$ cat src/rtl/led_pbe_pkg.sv
// Shared types and constants for the LED pixel buffer encoder.
// Used by the front, the job queue, the back and the top level.
`timescale 1ns / 1ps
package led_pbe_pkg;

  localparam int AddrW    = 15;
  localparam int CfgIdxW  = 2;
  localparam int CfgDataW = 11;
  localparam int CntW     = 5;

  // Strip type codes
  localparam logic [2:0] TYPE_WS2801  = 3'd0;
  localparam logic [2:0] TYPE_APA102  = 3'd1;
  localparam logic [2:0] TYPE_WS2811  = 3'd2;
  localparam logic [2:0] TYPE_UCS2903 = 3'd3;
  localparam logic [2:0] TYPE_UCS1903 = 3'd4;
  localparam logic [2:0] TYPE_SK6812W = 3'd5;
  localparam logic [2:0] TYPE_GRB     = 3'd6;

  // Configuration register indexes
  localparam logic [CfgIdxW-1:0] CFG_LED_TYPE   = 2'd0;
  localparam logic [CfgIdxW-1:0] CFG_HIGH_CODE  = 2'd1;
  localparam logic [CfgIdxW-1:0] CFG_BRIGHTNESS = 2'd2;
  localparam logic [CfgIdxW-1:0] CFG_LED_COUNT  = 2'd3;

  // Reset values of the configuration registers
  localparam logic [2:0]          RST_LED_TYPE   = TYPE_GRB;
  localparam logic [7:0]          RST_HIGH_CODE  = 8'd248;
  localparam logic [7:0]          RST_BRIGHTNESS = 8'd255;
  localparam logic [CfgDataW-1:0] RST_LED_COUNT  = 11'd1024;

  // Byte codes
  localparam logic [7:0] LOW_CODE      = 8'hC0;
  localparam logic [7:0] BRIGHT_MAX    = 8'h1F;
  localparam logic [7:0] BRIGHT_PREFIX = 8'hE0;
  localparam logic [7:0] BRIGHT_FULL   = 8'hFF;
  localparam logic [AddrW-1:0] APA_OFFSET = 15'd4;

  // Last byte number of each layout
  localparam logic [CntW-1:0] CNT_ERR    = 5'd0;
  localparam logic [CntW-1:0] CNT_RAW3   = 5'd2;
  localparam logic [CntW-1:0] CNT_RAW4   = 5'd3;
  localparam logic [CntW-1:0] CNT_EXP3   = 5'd23;
  localparam logic [CntW-1:0] CNT_EXP4   = 5'd31;

  // One classified colour write, as the back part carries it out
  typedef struct packed {
    logic                  err;
    logic                  expand;
    logic [CntW-1:0]       cnt;
    logic [AddrW-1:0]      base;
    logic [3:0][7:0]       chan;
    logic [7:0]            high;
  } job_t;

endpackage

$ cat src/rtl/led_pbe_front.sv
// Front part: configuration registers, intake of colour writes, classification.
// Depends on led_pbe_pkg; feeds the job queue.
`timescale 1ns / 1ps
module led_pbe_front
  import led_pbe_pkg::*;
#(
  parameter int MAX_LEDS = 1024
) (
  input  logic                clk,
  input  logic                rst,
  input  logic                cfg_valid,
  output logic                cfg_ready,
  input  logic [CfgIdxW-1:0]  cfg_index,
  input  logic [CfgDataW-1:0] cfg_data,
  input  logic                push,
  output logic                full,
  input  logic [9:0]          led_index,
  input  logic [7:0]          red,
  input  logic [7:0]          green,
  input  logic [7:0]          blue,
  input  logic [7:0]          white,
  input  logic                queue_full,
  output logic                job_wr,
  output job_t                job
);

  logic [2:0]          led_type;
  logic [7:0]          high_code;
  logic [7:0]          global_brightness;
  logic [CfgDataW-1:0] led_count;

  logic                in_range;
  logic [7:0]          bright_code;
  logic [AddrW-1:0]    idx;

  // Take configuration words at any time
  assign cfg_ready = 1'b1;

  always_ff @(posedge clk) begin
    if (rst) begin
      led_type          <= RST_LED_TYPE;
      high_code         <= RST_HIGH_CODE;
      global_brightness <= RST_BRIGHTNESS;
      led_count         <= RST_LED_COUNT;
    end else if (cfg_valid && cfg_ready) begin
      unique case (cfg_index)
        CFG_LED_TYPE:   led_type          <= cfg_data[2:0];
        CFG_HIGH_CODE:  high_code         <= cfg_data[7:0];
        CFG_BRIGHTNESS: global_brightness <= cfg_data[7:0];
        CFG_LED_COUNT:  led_count         <= cfg_data;
        default: ;
      endcase
    end
  end

  // Accept a word whenever the queue has room
  assign full   = queue_full;
  assign job_wr = push && !queue_full;

  // Check the index against the count, saturated to the capacity
  assign in_range = ({1'b0, led_index} < led_count) && (32'(led_index) < MAX_LEDS);

  assign bright_code = (global_brightness > BRIGHT_MAX) ? BRIGHT_FULL
                     : (BRIGHT_PREFIX | (global_brightness & BRIGHT_MAX));

  assign idx = AddrW'(led_index);

  // Classify: pick layout, base address and channel order
  always_comb begin
    job        = '0;
    job.high   = high_code;
    if (!in_range) begin
      job.err = 1'b1;
      job.cnt = CNT_ERR;
    end else begin
      unique case (led_type) inside
        TYPE_APA102: begin
          job.cnt  = CNT_RAW4;
          job.base = APA_OFFSET + (idx << 2);
          job.chan = {blue, green, red, bright_code};
        end
        TYPE_WS2801: begin
          job.cnt  = CNT_RAW3;
          job.base = (idx << 1) + idx;
          job.chan = {8'd0, blue, green, red};
        end
        TYPE_WS2811, TYPE_UCS2903: begin
          job.expand = 1'b1;
          job.cnt    = CNT_EXP3;
          job.base   = (idx << 4) + (idx << 3);
          job.chan   = {8'd0, blue, green, red};
        end
        TYPE_UCS1903: begin
          job.expand = 1'b1;
          job.cnt    = CNT_EXP3;
          job.base   = (idx << 4) + (idx << 3);
          job.chan   = {8'd0, green, red, blue};
        end
        TYPE_SK6812W: begin
          job.expand = 1'b1;
          job.cnt    = CNT_EXP4;
          job.base   = idx << 5;
          job.chan   = {white, blue, red, green};
        end
        default: begin
          job.expand = 1'b1;
          job.cnt    = CNT_EXP3;
          job.base   = (idx << 4) + (idx << 3);
          job.chan   = {8'd0, blue, red, green};
        end
      endcase
    end
  end

endmodule

$ cat src/rtl/led_pbe_fifo.sv
// Short job queue between the front and the back parts.
// Depends on led_pbe_pkg for the job record.
`timescale 1ns / 1ps
module led_pbe_fifo
  import led_pbe_pkg::*;
#(
  parameter int DEPTH = 2
) (
  input  logic clk,
  input  logic rst,
  input  logic wr_en,
  input  job_t wr_data,
  output logic q_full,
  input  logic rd_en,
  output job_t rd_data,
  output logic q_empty
);

  localparam int PtrW = (DEPTH > 1) ? $clog2(DEPTH) : 1;
  localparam int CntQW = $clog2(DEPTH + 1);

  job_t             mem [DEPTH];
  logic [PtrW-1:0]  wr_ptr;
  logic [PtrW-1:0]  rd_ptr;
  logic [CntQW-1:0] fill;

  assign q_full  = (fill == CntQW'(DEPTH));
  assign q_empty = (fill == '0);
  assign rd_data = mem[rd_ptr];

  // Store incoming jobs
  always_ff @(posedge clk) begin
    if (wr_en) begin
      mem[wr_ptr] <= wr_data;
    end
  end

  // Advance pointers and fill level
  always_ff @(posedge clk) begin
    if (rst) begin
      wr_ptr <= '0;
      rd_ptr <= '0;
      fill   <= '0;
    end else begin
      if (wr_en) begin
        wr_ptr <= (wr_ptr == PtrW'(DEPTH - 1)) ? '0 : wr_ptr + 1'b1;
      end
      if (rd_en) begin
        rd_ptr <= (rd_ptr == PtrW'(DEPTH - 1)) ? '0 : rd_ptr + 1'b1;
      end
      if (wr_en && !rd_en) begin
        fill <= fill + 1'b1;
      end else if (rd_en && !wr_en) begin
        fill <= fill - 1'b1;
      end
    end
  end

  wr_not_full: assert property (@(posedge clk) disable iff (rst) wr_en |-> !q_full)
    else $error("job queue written while full");
  rd_not_empty: assert property (@(posedge clk) disable iff (rst) rd_en |-> !q_empty)
    else $error("job queue read while empty");
  fill_bound: assert property (@(posedge clk) disable iff (rst) fill <= CntQW'(DEPTH))
    else $error("job queue fill level out of range");

endmodule

$ cat src/rtl/led_pbe_back.sv
// Back part: steps through each job one byte a cycle into the result register, unless pop stalls it.
// Depends on led_pbe_pkg; reads the job queue.
`timescale 1ns / 1ps
module led_pbe_back
  import led_pbe_pkg::*;
(
  input  logic              clk,
  input  logic              rst,
  input  logic              q_empty,
  input  job_t              q_data,
  output logic              q_rd,
  input  logic              pop,
  output logic              empty,
  output logic [AddrW-1:0]  byte_address,
  output logic [7:0]        byte_value,
  output logic              index_error,
  output logic              last
);

  job_t            cur;
  logic            cur_valid;
  logic [CntW-1:0] k;
  logic            out_valid;

  logic            load;
  logic            step;
  logic            last_k;
  logic            bit_one;
  logic [7:0]      value;

  assign empty  = !out_valid;
  assign load   = !out_valid || pop;
  assign step   = cur_valid && load;
  assign last_k = (k == cur.cnt);

  // Fetch the next job when idle or on the last byte of the current one
  assign q_rd = !q_empty && (!cur_valid || (step && last_k));

  // Pick the byte for the current step
  assign bit_one = cur.chan[k[4:3]][3'd7 - k[2:0]];
  assign value   = cur.expand ? (bit_one ? cur.high : LOW_CODE) : cur.chan[k[1:0]];

  // Hold the current job and its byte counter
  always_ff @(posedge clk) begin
    if (rst) begin
      cur_valid <= 1'b0;
      k         <= '0;
    end else if (q_rd) begin
      cur_valid <= 1'b1;
      k         <= '0;
    end else if (step && last_k) begin
      cur_valid <= 1'b0;
    end else if (step) begin
      k <= k + 1'b1;
    end
  end

  always_ff @(posedge clk) begin
    if (q_rd) begin
      cur <= q_data;
    end
  end

  // Result register: refill when free or being taken
  always_ff @(posedge clk) begin
    if (rst) begin
      out_valid <= 1'b0;
    end else if (load) begin
      out_valid <= step;
    end
  end

  always_ff @(posedge clk) begin
    if (step) begin
      byte_address <= cur.base + AddrW'(k);
      byte_value   <= value;
      index_error  <= cur.err;
      last         <= last_k;
    end
  end

  err_is_last: assert property (@(posedge clk) disable iff (rst)
      (!empty && index_error) |-> last)
    else $error("error result not marked last");
  k_in_range: assert property (@(posedge clk) disable iff (rst) cur_valid |-> (k <= cur.cnt))
    else $error("byte counter ran past the job");
  job_continues: assert property (@(posedge clk) disable iff (rst)
      (step && !last_k) |=> (cur_valid && k == $past(k) + 1'b1))
    else $error("job dropped before its last byte");

endmodule

$ cat src/rtl/led_pixel_buffer_encoder_unit.sv
// LED pixel buffer encoder: taken words pass the job queue, job register and result register.
// Each word yields one result per cycle unless pop stalls: 1 (index error), 3 (WS2801),
// 4 (APA102), 24 (bit-expanded RGB types) or 32 (SK6812W); the back sequencer sets the rate.
// Input is taken back to back while the two-entry job queue has room.
// Synchronous active-high reset empties the queue and restores register defaults.
`timescale 1ns / 1ps
module led_pixel_buffer_encoder_unit
  import led_pbe_pkg::*;
#(
  parameter int MAX_LEDS = 1024
) (
  input  logic                clk,
  input  logic                rst,
  input  logic                cfg_valid,
  output logic                cfg_ready,
  input  logic [CfgIdxW-1:0]  cfg_index,
  input  logic [CfgDataW-1:0] cfg_data,
  input  logic                push,
  output logic                full,
  input  logic [9:0]          led_index,
  input  logic [7:0]          red,
  input  logic [7:0]          green,
  input  logic [7:0]          blue,
  input  logic [7:0]          white,
  input  logic                pop,
  output logic                empty,
  output logic [AddrW-1:0]    byte_address,
  output logic [7:0]          byte_value,
  output logic                index_error,
  output logic                last
);

  logic queue_full;
  logic queue_empty;
  logic job_wr;
  logic job_rd;
  job_t job_in;
  job_t job_out;

  // Classify incoming words
  led_pbe_front #(.MAX_LEDS(MAX_LEDS)) u_front (
    .clk        (clk),
    .rst        (rst),
    .cfg_valid  (cfg_valid),
    .cfg_ready  (cfg_ready),
    .cfg_index  (cfg_index),
    .cfg_data   (cfg_data),
    .push       (push),
    .full       (full),
    .led_index  (led_index),
    .red        (red),
    .green      (green),
    .blue       (blue),
    .white      (white),
    .queue_full (queue_full),
    .job_wr     (job_wr),
    .job        (job_in)
  );

  // Decouple intake from byte generation
  led_pbe_fifo #(.DEPTH(2)) u_fifo (
    .clk     (clk),
    .rst     (rst),
    .wr_en   (job_wr),
    .wr_data (job_in),
    .q_full  (queue_full),
    .rd_en   (job_rd),
    .rd_data (job_out),
    .q_empty (queue_empty)
  );

  // Emit buffer byte writes
  led_pbe_back u_back (
    .clk          (clk),
    .rst          (rst),
    .q_empty      (queue_empty),
    .q_data       (job_out),
    .q_rd         (job_rd),
    .pop          (pop),
    .empty        (empty),
    .byte_address (byte_address),
    .byte_value   (byte_value),
    .index_error  (index_error),
    .last         (last)
  );

endmodule

$ cat config.mk
export PLATFORM = sky130hd
export DESIGN_NAME = led_pixel_buffer_encoder_unit
export DESIGN_NICKNAME = d
export VERILOG_FILES = /design/src/rtl/led_pbe_pkg.sv /design/src/rtl/led_pbe_front.sv /design/src/rtl/led_pbe_fifo.sv /design/src/rtl/led_pbe_back.sv /design/src/rtl/led_pixel_buffer_encoder_unit.sv
export SDC_FILE = /design/constraint.sdc
export NUM_CORES = 1
export LEC_CHECK = 0
export ABC_CLOCK_PERIOD_IN_PS = 7000
export BUFFER_PORTS_ARGS = -buffer_cell sky130_fd_sc_hd__buf_2
export CORE_UTILIZATION = 45
export DETAILED_ROUTE_END_ITERATION = 10
export HOLD_SLACK_MARGIN = 0.02
export SETUP_SLACK_MARGIN = 0.2
export SLEW_MARGIN = 20
export SYNTH_ARGS = -nofsm -noshare
export SYNTH_HDL_FRONTEND = slang
export SYNTH_SLANG_ARGS = --single-unit
$ cat constraint.sdc
create_clock -name clk -period 7 [get_ports clk]
set_input_delay 1.05 -clock clk [delete_from_list [all_inputs] [get_ports clk]]
set_output_delay 1.05 -clock clk [all_outputs]
set_load 0.1 [all_outputs]
; ---- After elaboration in Yosys (flattened, before gate mapping)
; Memories as Yosys holds them, arrays and structs flattened. A register that Yosys moved wholly into a read port is not among the register bits.
; Index checks and enable logic that the tools add are counted.
[op_classes]
add_sub_neg = 10
order_cmp = 5
eq_ne = 10
mux = 23
bitwise = 1
reduce_logical = 27
[op_table]
columns = operator, count
row1 = one-hot mux 52 bit (5 select lines), 1
row2 = 2-to-1 mux 47 bit, 1
row3 = binary-select mux 8 bit (select 2 bit), 2
row4 = 2-to-1 mux 8 bit, 4
row5 = adder 14 x 13 -> 15 bit, 1
row6 = adder 15 x 5 -> 15 bit, 1
row7 = "adder 3 x 12 -> 13 bit, first input constant", 1
row8 = adder 11 x 10 -> 12 bit, 1
row9 = less-than comparator 10 x 11 -> 1 bit, 1
row10 = 2-to-1 mux 1 bit, 10
row11 = 2-to-1 mux 5 bit, 2
row12 = AND reduction 2 bit, 5
row13 = "> comparator 8 x 5 -> 1 bit, second input constant", 1
row14 = "== test 2 bit, second input constant", 3
row15 = "== test 3 x 2 -> 1 bit, second input constant", 2
row16 = "== test 3 bit, second input constant", 2
row17 = logical AND 1 bit, 6
row18 = zero test 1 bit, 6
row19 = "less-than comparator 2 x 3 -> 1 bit, second input constant", 2
row20 = OR reduction 2 bit, 3
row21 = "adder 5 x 1 -> 5 bit, second input constant", 1
row22 = == test 5 bit, 1
row23 = zero test 2 bit, 2
row24 = "less-than comparator 3 x 4 -> 1 bit, second input constant", 1
row25 = 12 further kinds, 16
[totals]
register_bits = 66
ram_bits = 124
input_bits = 60
out_inout_bits = 28
wordCells = 91
mem_count = 1
[mem_list]
columns = name, words, word_bits, rd, rd_ports_with_merged_regs, write_ports, line
row1 = u_fifo.mem, 2, 62, 1, 1, 1, led_pbe_fifo.sv:22  ; job_t mem [DEPTH];

; ---- Longest topological paths before layout
[logic_depth]
depth_word = 9
mapped_depth = 10
mapped_depth_nobuf = 9

; ---- Cells and area by module
; A second synthesis with hierarchy kept.
[hier_totals]
cells_unflattened = 900
area_unflattened_um2 = 11770.0
[modules_own_cells]
columns = module, n_inst, cells_per_inst, area_each_um2, seq_area_each_um2
row1 = led_pbe_fifo, 1, 215, 4702.0, 3823.7
row2 = led_pbe_back, 1, 236, 3990.1, 2752.6
row3 = led_pbe_front, 1, 449, 3078.0, 600.6

; ---- Least setup slack after synthesis
; OpenSTA, ideal clock, no wires.
[synth_path]
path_type = register to register
from = register u_back.k[2]
to = register u_fifo.fill[1]
setup_ns = 0.070
t_arrival_ns = 5.052
slack_ns = 1.878
stages_incl_launch_ff = 10
n_path_buf = 1
synth_period_minus_slack_ns = 5.122
cell_sequence = dfxtp_1 -> buf_4 -> or3_4 -> a2111oi_4 -> a21oi_2 -> nor2_1 -> inv_1 -> ha_1 -> or3_1 -> a21oi_1
[synth_between]
elab_chain_cells = 7
elab_cells_between_ends = 9
[synth_lines]
columns = item, line
row1 = start: declaration, led_pbe_back.sv:22  ; logic [CntW-1:0] k;
row2 = start signal: assignment, led_pbe_back.sv:54  ; k <= k + 1'b1;
row3 = == test 5 bit *, led_pbe_back.sv:34  ; assign last_k = (k == cur.cnt);
row4 = net u_back.last_k, led_pbe_back.sv:27  ; logic last_k;
row5 = logical AND 1 bit *, led_pbe_back.sv:37  ; assign q_rd = !q_empty && (!cur_valid || (step && last_k));
row6 = logical OR 1 bit *, led_pbe_back.sv:37
row7 = logical AND 1 bit *, led_pbe_back.sv:37
row8 = net job_rd, led_pixel_buffer_encoder_unit.sv:36  ; logic job_rd;
row9 = zero test 1 bit, led_pbe_fifo.sv:51  ; if (wr_en && !rd_en) begin
row10 = logical AND 1 bit, led_pbe_fifo.sv:51
row11 = 2-to-1 mux 2 bit / nonzero test 2 bit (equally long branches), n/a
row12 = end signal: assignment, led_pbe_fifo.sv:52  ; fill <= fill + 1'b1;
row13 = end signal: assignment, led_pbe_fifo.sv:54  ; fill <= fill - 1'b1;
row14 = end: declaration, led_pbe_fifo.sv:25  ; logic [CntQW-1:0] fill;
; Mark *: on every way through the listed nets, which the timed path passes. The rest lies on a longest branch.
; A chain may end at the register's enable or synchronous reset.

; ---- Worst setup path after layout
[layout_path]
from = register u_back.k[1]
to = register u_fifo.fill[1]
; Same word-level chain as after synthesis.

==> impl.org <==
** Worst setup path
- The worst setup path is launched from a flop.
- The critical path crosses 9 cells after its start point.
- Capture point of the worst reg-to-reg path :: u_fifo.fill[1]
- Data arrives at the worst endpoint at 3890 ps.
- Critical path buffer and inverter count :: 2
- Worst reg2reg setup slack :: 3560 ps
- Crit path kind :: reg2reg
- Maximum cell stage delay along the critical path :: around 740 ps
- Required time of the worst setup path :: around 7500 ps
- RR Startpoint :: u_back.k[1]
- Critical path capture point type :: flop
- Of all nets on the critical path, the largest fanout is 61.
- The slowest stage of the critical path is the dfxtp_1 cell.
- The signal on the critical path passes through xor2_1 > a2111oi_4 > a21oi_2 > nor2_4 > buf_4 > inv_1 > ha_1 > or3_1 > a21oi_1.
- Depth of the worst register-to-register path :: 9
- Dominant delay contributor by cell family on the critical path :: compound AO/OA/AOI/OAI gates

** Drt
- Once detail routing completed, the nets flagged for antenna violations numbered 0.
- Average wire per standard cell :: about 18 um
- The final layout contains routed wiring with a total length of between 20 and 25 mm.
- Average vias per placed instance :: 5.388
- Total DRC errors in the routed layout :: 0
- Via count of the routed design :: around 7200
- Drt first pass iters :: 5
- Iteration-0 DRC count of the detailed router :: approximately 460

** Yosys
- Among all flip-flop cells after synthesis, the most frequent one is edfxtp_1.
- The synthesized design contains 246 register bits.
- Synthesis produced a netlist whose cell count is between 800 and 900.
- Number of enable-type register cells in the synthesized netlist :: between 200 and 250
- Counting distinct cell types in the post-synthesis netlist gives 66.
- Counting every net in the synthesized netlist gives between 900 and 1000.
- During synthesis, Yosys emitted a total of 0 warnings.
- Sequential cell area fraction in the yosys report :: 0.6083
- A synthesized cell averages 12.76 um^2.
- Share of synthesized flip-flops with an asynchronous set or reset :: 0
- Post-synthesis cell area :: 11470 um^2

** Floorplanning
- After floorplanning, the core was sized to cover 25110 um^2.
- Number of top-level pins :: around 90
- Initial Utilization :: 0.4567
- The floorplan step defined a die boundary enclosing between 20000 and 30000 um^2.
- Vert. Die Dim :: about 160 um
- The initialized floorplan defines between 50 and 60 standard-cell rows.
- X dimension of the die :: around 160 um

** Flow run
- Max-cap violation count :: 0

** Pwr
- Fraction of power spent switching nets :: 0.3356
- Summed over all nets, the switching power comes to 1.672 mW.
- Internal power component :: about 3.3 mW
- Leakage power figure :: 4.788 nW
- Seq pwr share :: 0.445
- Of the total power, the clock network draws 0.273.
- Power density cells :: roughly 380 nW/um^2
- The share of total power dissipated in combinational logic is 0.282.
- VDD sags by at most around 0.00026 V.

** Global routing
- Overall Global Routing Usage :: 0.1875
- The first global-routing pass estimated 38.12 mm of wire.
- The number of antenna violations at the first check in global routing came to 0.
- The number of global-route vias before repair was 7035.
- After global routing the overflow that remains totals 0.
- Entering global routing, the biggest net connects 63 pins.

** Placed design
- Routability-driven placement finished with a final weighted congestion of 0.8444.
- The count of buffers added on input and output ports is 86.
- Placed wire-length estimate :: about 17 mm
- Setup slack at placement :: 3547 ps

** CTS
- CTS hold repair buffers :: 0
- Clk_lat worst skew :: roughly 520 ps
- Clock-pin slew was measured on the worst setup and hold paths at ~60 ps.
- Deepest clock path buffer count :: 3
- Number of buffers inserted during clock tree synthesis :: 26
- CTS tree :: built
- Clock tree synthesis found a total of about 250 sinks.
- After clock tree synthesis, the setup repair step added 0 buffers.
- Buffer type at the clock tree root :: clkbuf_16
- Clock H-tree levels :: 1
- Post-CTS repair changed the size of 0 cells.

** Cells and area
- Summing all multi-input logic gate instances after layout gives just over 4000 um^2.
- Final core utilization :: 0.5200
- The repair_antennas step left the layout with diodes totalling 0.
- The top cell types in the final layout, fill and taps aside, are 205 x edfxtp_1, 100 x nand2_1, 86 x buf_2.
- Final net count :: 1068
- Fraction of final layout cells with drive strength greater than 1 :: 0.2287
- Area growth, synth to finish :: 13.86%
- Commonest non-fill, non-tap cell in the layout :: edfxtp_1
- In the final layout, flip-flops and latches occupy between 6000 and 7000 um^2.
- After filler insertion, the fill cell instance count of the layout stands at roughly 2300.

** STA
- Setup repair after global routing missed its margin :: false
- Setup violations remaining at the end of the flow were counted as 0.
- Sum of negative setup slack :: 0 ps
- In the finished design, the share of the clock period the worst path needs comes to 0.4919.
- Hold Violations, Final :: 0
- In the post-route analysis, the smallest setup slack over all paths is around 3600 ps.
- The total count of max-transition violations in the final report is 0.
- Derived from the worst setup path, the maximum achievable clock frequency is 0.2904 GHz.
- Final hold analysis gives a worst-case slack of roughly 460 ps.
- Min Tclk post-route :: between 3000 and 4000 ps
- For the pin with the worst max-slew slack, the measured transition is just over 900 ps.
- Headroom to the max-slew limit came out at 0.3884.
- On the final layout, the worst clock skew is about 9.4 ps.

** Status
- Result of the run :: finished clean

** Worst hold path
- The path with the worst hold slack has its endpoint at u_front.led_count[6].
- The worst hold path belongs to the class reg2reg.
- Hold path startpoint :: u_front.led_count[6]
- Cell depth of the worst hold path :: 2
==> through the flow <==
| stage | power, mW | instance area [um^2] | cells |
|---|---|---|---|
| finish | 4.982 | 13060 | 1327 |
| CTS | 5.033 | 13060 | 1327 |
| floorplan | 3.318 | 11470 | 899 |
| global route | 5.220 | 13060 | 1327 |
| detailed placement | 3.666 | 12190 | 1279 |
| global placement | 3.657 | 12190 | 1279 |
==> tightest hold or removal path: stages (launching register included) <==
cell and delay (ps):
dfxtp_1 300, nand2_1 50, a21oi_1 50
==> power by group through the flow <==
stage	Clock, mW	Combinational [mW]	Sequential, mW
5_1_grt	1.45	1.52	2.25
4_1_cts	1.39	1.42	2.22
3_5_place_dp	0	1.42	2.25
6_report	1.36	1.40	2.22
2_1_floorplan	0	0.751	2.57
3_3_place_gp	0	1.42	2.24
==> routing by layer <==
metal / GRT usage / up-vias / routed length, um / part of all wire
met5: 0 / - / 0 / 0
met4: 0.05489 / 0 / 471 / 0.020
met3: 0.02517 / 33 / 1174 / 0.049
met2: 0.2913 / 191 / 10710 / 0.44
met1: 0.2747 / 3417 / 11730 / 0.49
li1: - / 3509 / - / -
==> state kept, by name, summed over array words and instances, names as in the netlist <==
register	cells
u_front.led_type	3
u_front.global_brightness	8
u_back.index_error	1
u_fifo.rd_ptr	1
u_back.cur_valid	1
u_fifo.fill	2
u_back.last	1
u_back.k	5
u_fifo.mem	120
u_front.high_code	8
u_front.led_count	11
u_back.byte_value	8
u_back.out_valid	1
u_back.cur	60
u_fifo.wr_ptr	1
u_back.byte_address	15
==> worst max path at each step <==
stage                         from        endpoint  slack (ps)
floorplan              u_back.k[2]  u_fifo.fill[1]        1880
global placement    u_back.cur[59]  u_fifo.fill[1]        3590
detailed placement     u_back.k[1]  u_fifo.fill[1]        3550
CTS                    u_back.k[1]  u_fifo.fill[1]        3530
global route           u_back.k[1]  u_fifo.fill[1]        3280
finish                 u_back.k[1]  u_fifo.fill[1]        3560
==> area by class of cell <==
type	count	share of cell area
repair buffers	96	0.03871
well taps	330	0.03162
clock inverters	13	0.01064
multi-input cells	563	0.3164
inverters	44	0.01265
flip-flops and latches	246	0.5344
clock buffers	35	0.05558
==> synth_stat cells, types with 5 or more instances <==
cell	count	area share
edfxtp_1	205	0.54
o21ai_0	28	0.012
nand3b_1	15	0.0098
a31oi_1	5	0.0027
nor2_1	60	0.020
nand2_1	100	0.033
clkbuf_1	34	0.011
nand4_1	5	0.0027
a21o_1	12	0.0079
a211o_1	5	0.0038
xor2_1	10	0.0076
xnor2_1	20	0.015
nand2b_1	5	0.0027
a22oi_1	30	0.020
nor3b_1	7	0.0046
mux4_2	11	0.022
buf_4	5	0.0033
a21oi_1	48	0.021
or2_2	5	0.0027
nor3_1	9	0.0039
a31o_2	6	0.0046
and3_1	5	0.0027
mux4_1	6	0.014
o21bai_1	5	0.0033
inv_1	44	0.014
ha_1	29	0.032
nand3_1	12	0.0052
nor2b_1	5	0.0027
nor4_1	5	0.0027
dfxtp_1	41	0.072
mux2_2	60	0.059
==> logic make-up after synthesis <==
family / synth area share
and+or+nand+nor: 0.1021
DFF: 0.6083
muxes: 0.09513
other: 0.0003270
adders and majority gates: 0.03513
AOI/OAI and AO/OA: 0.1032
xor gates and xnor gates: 0.02291
buffers and inverters: 0.03284
(Power assumes the default switching activity.)
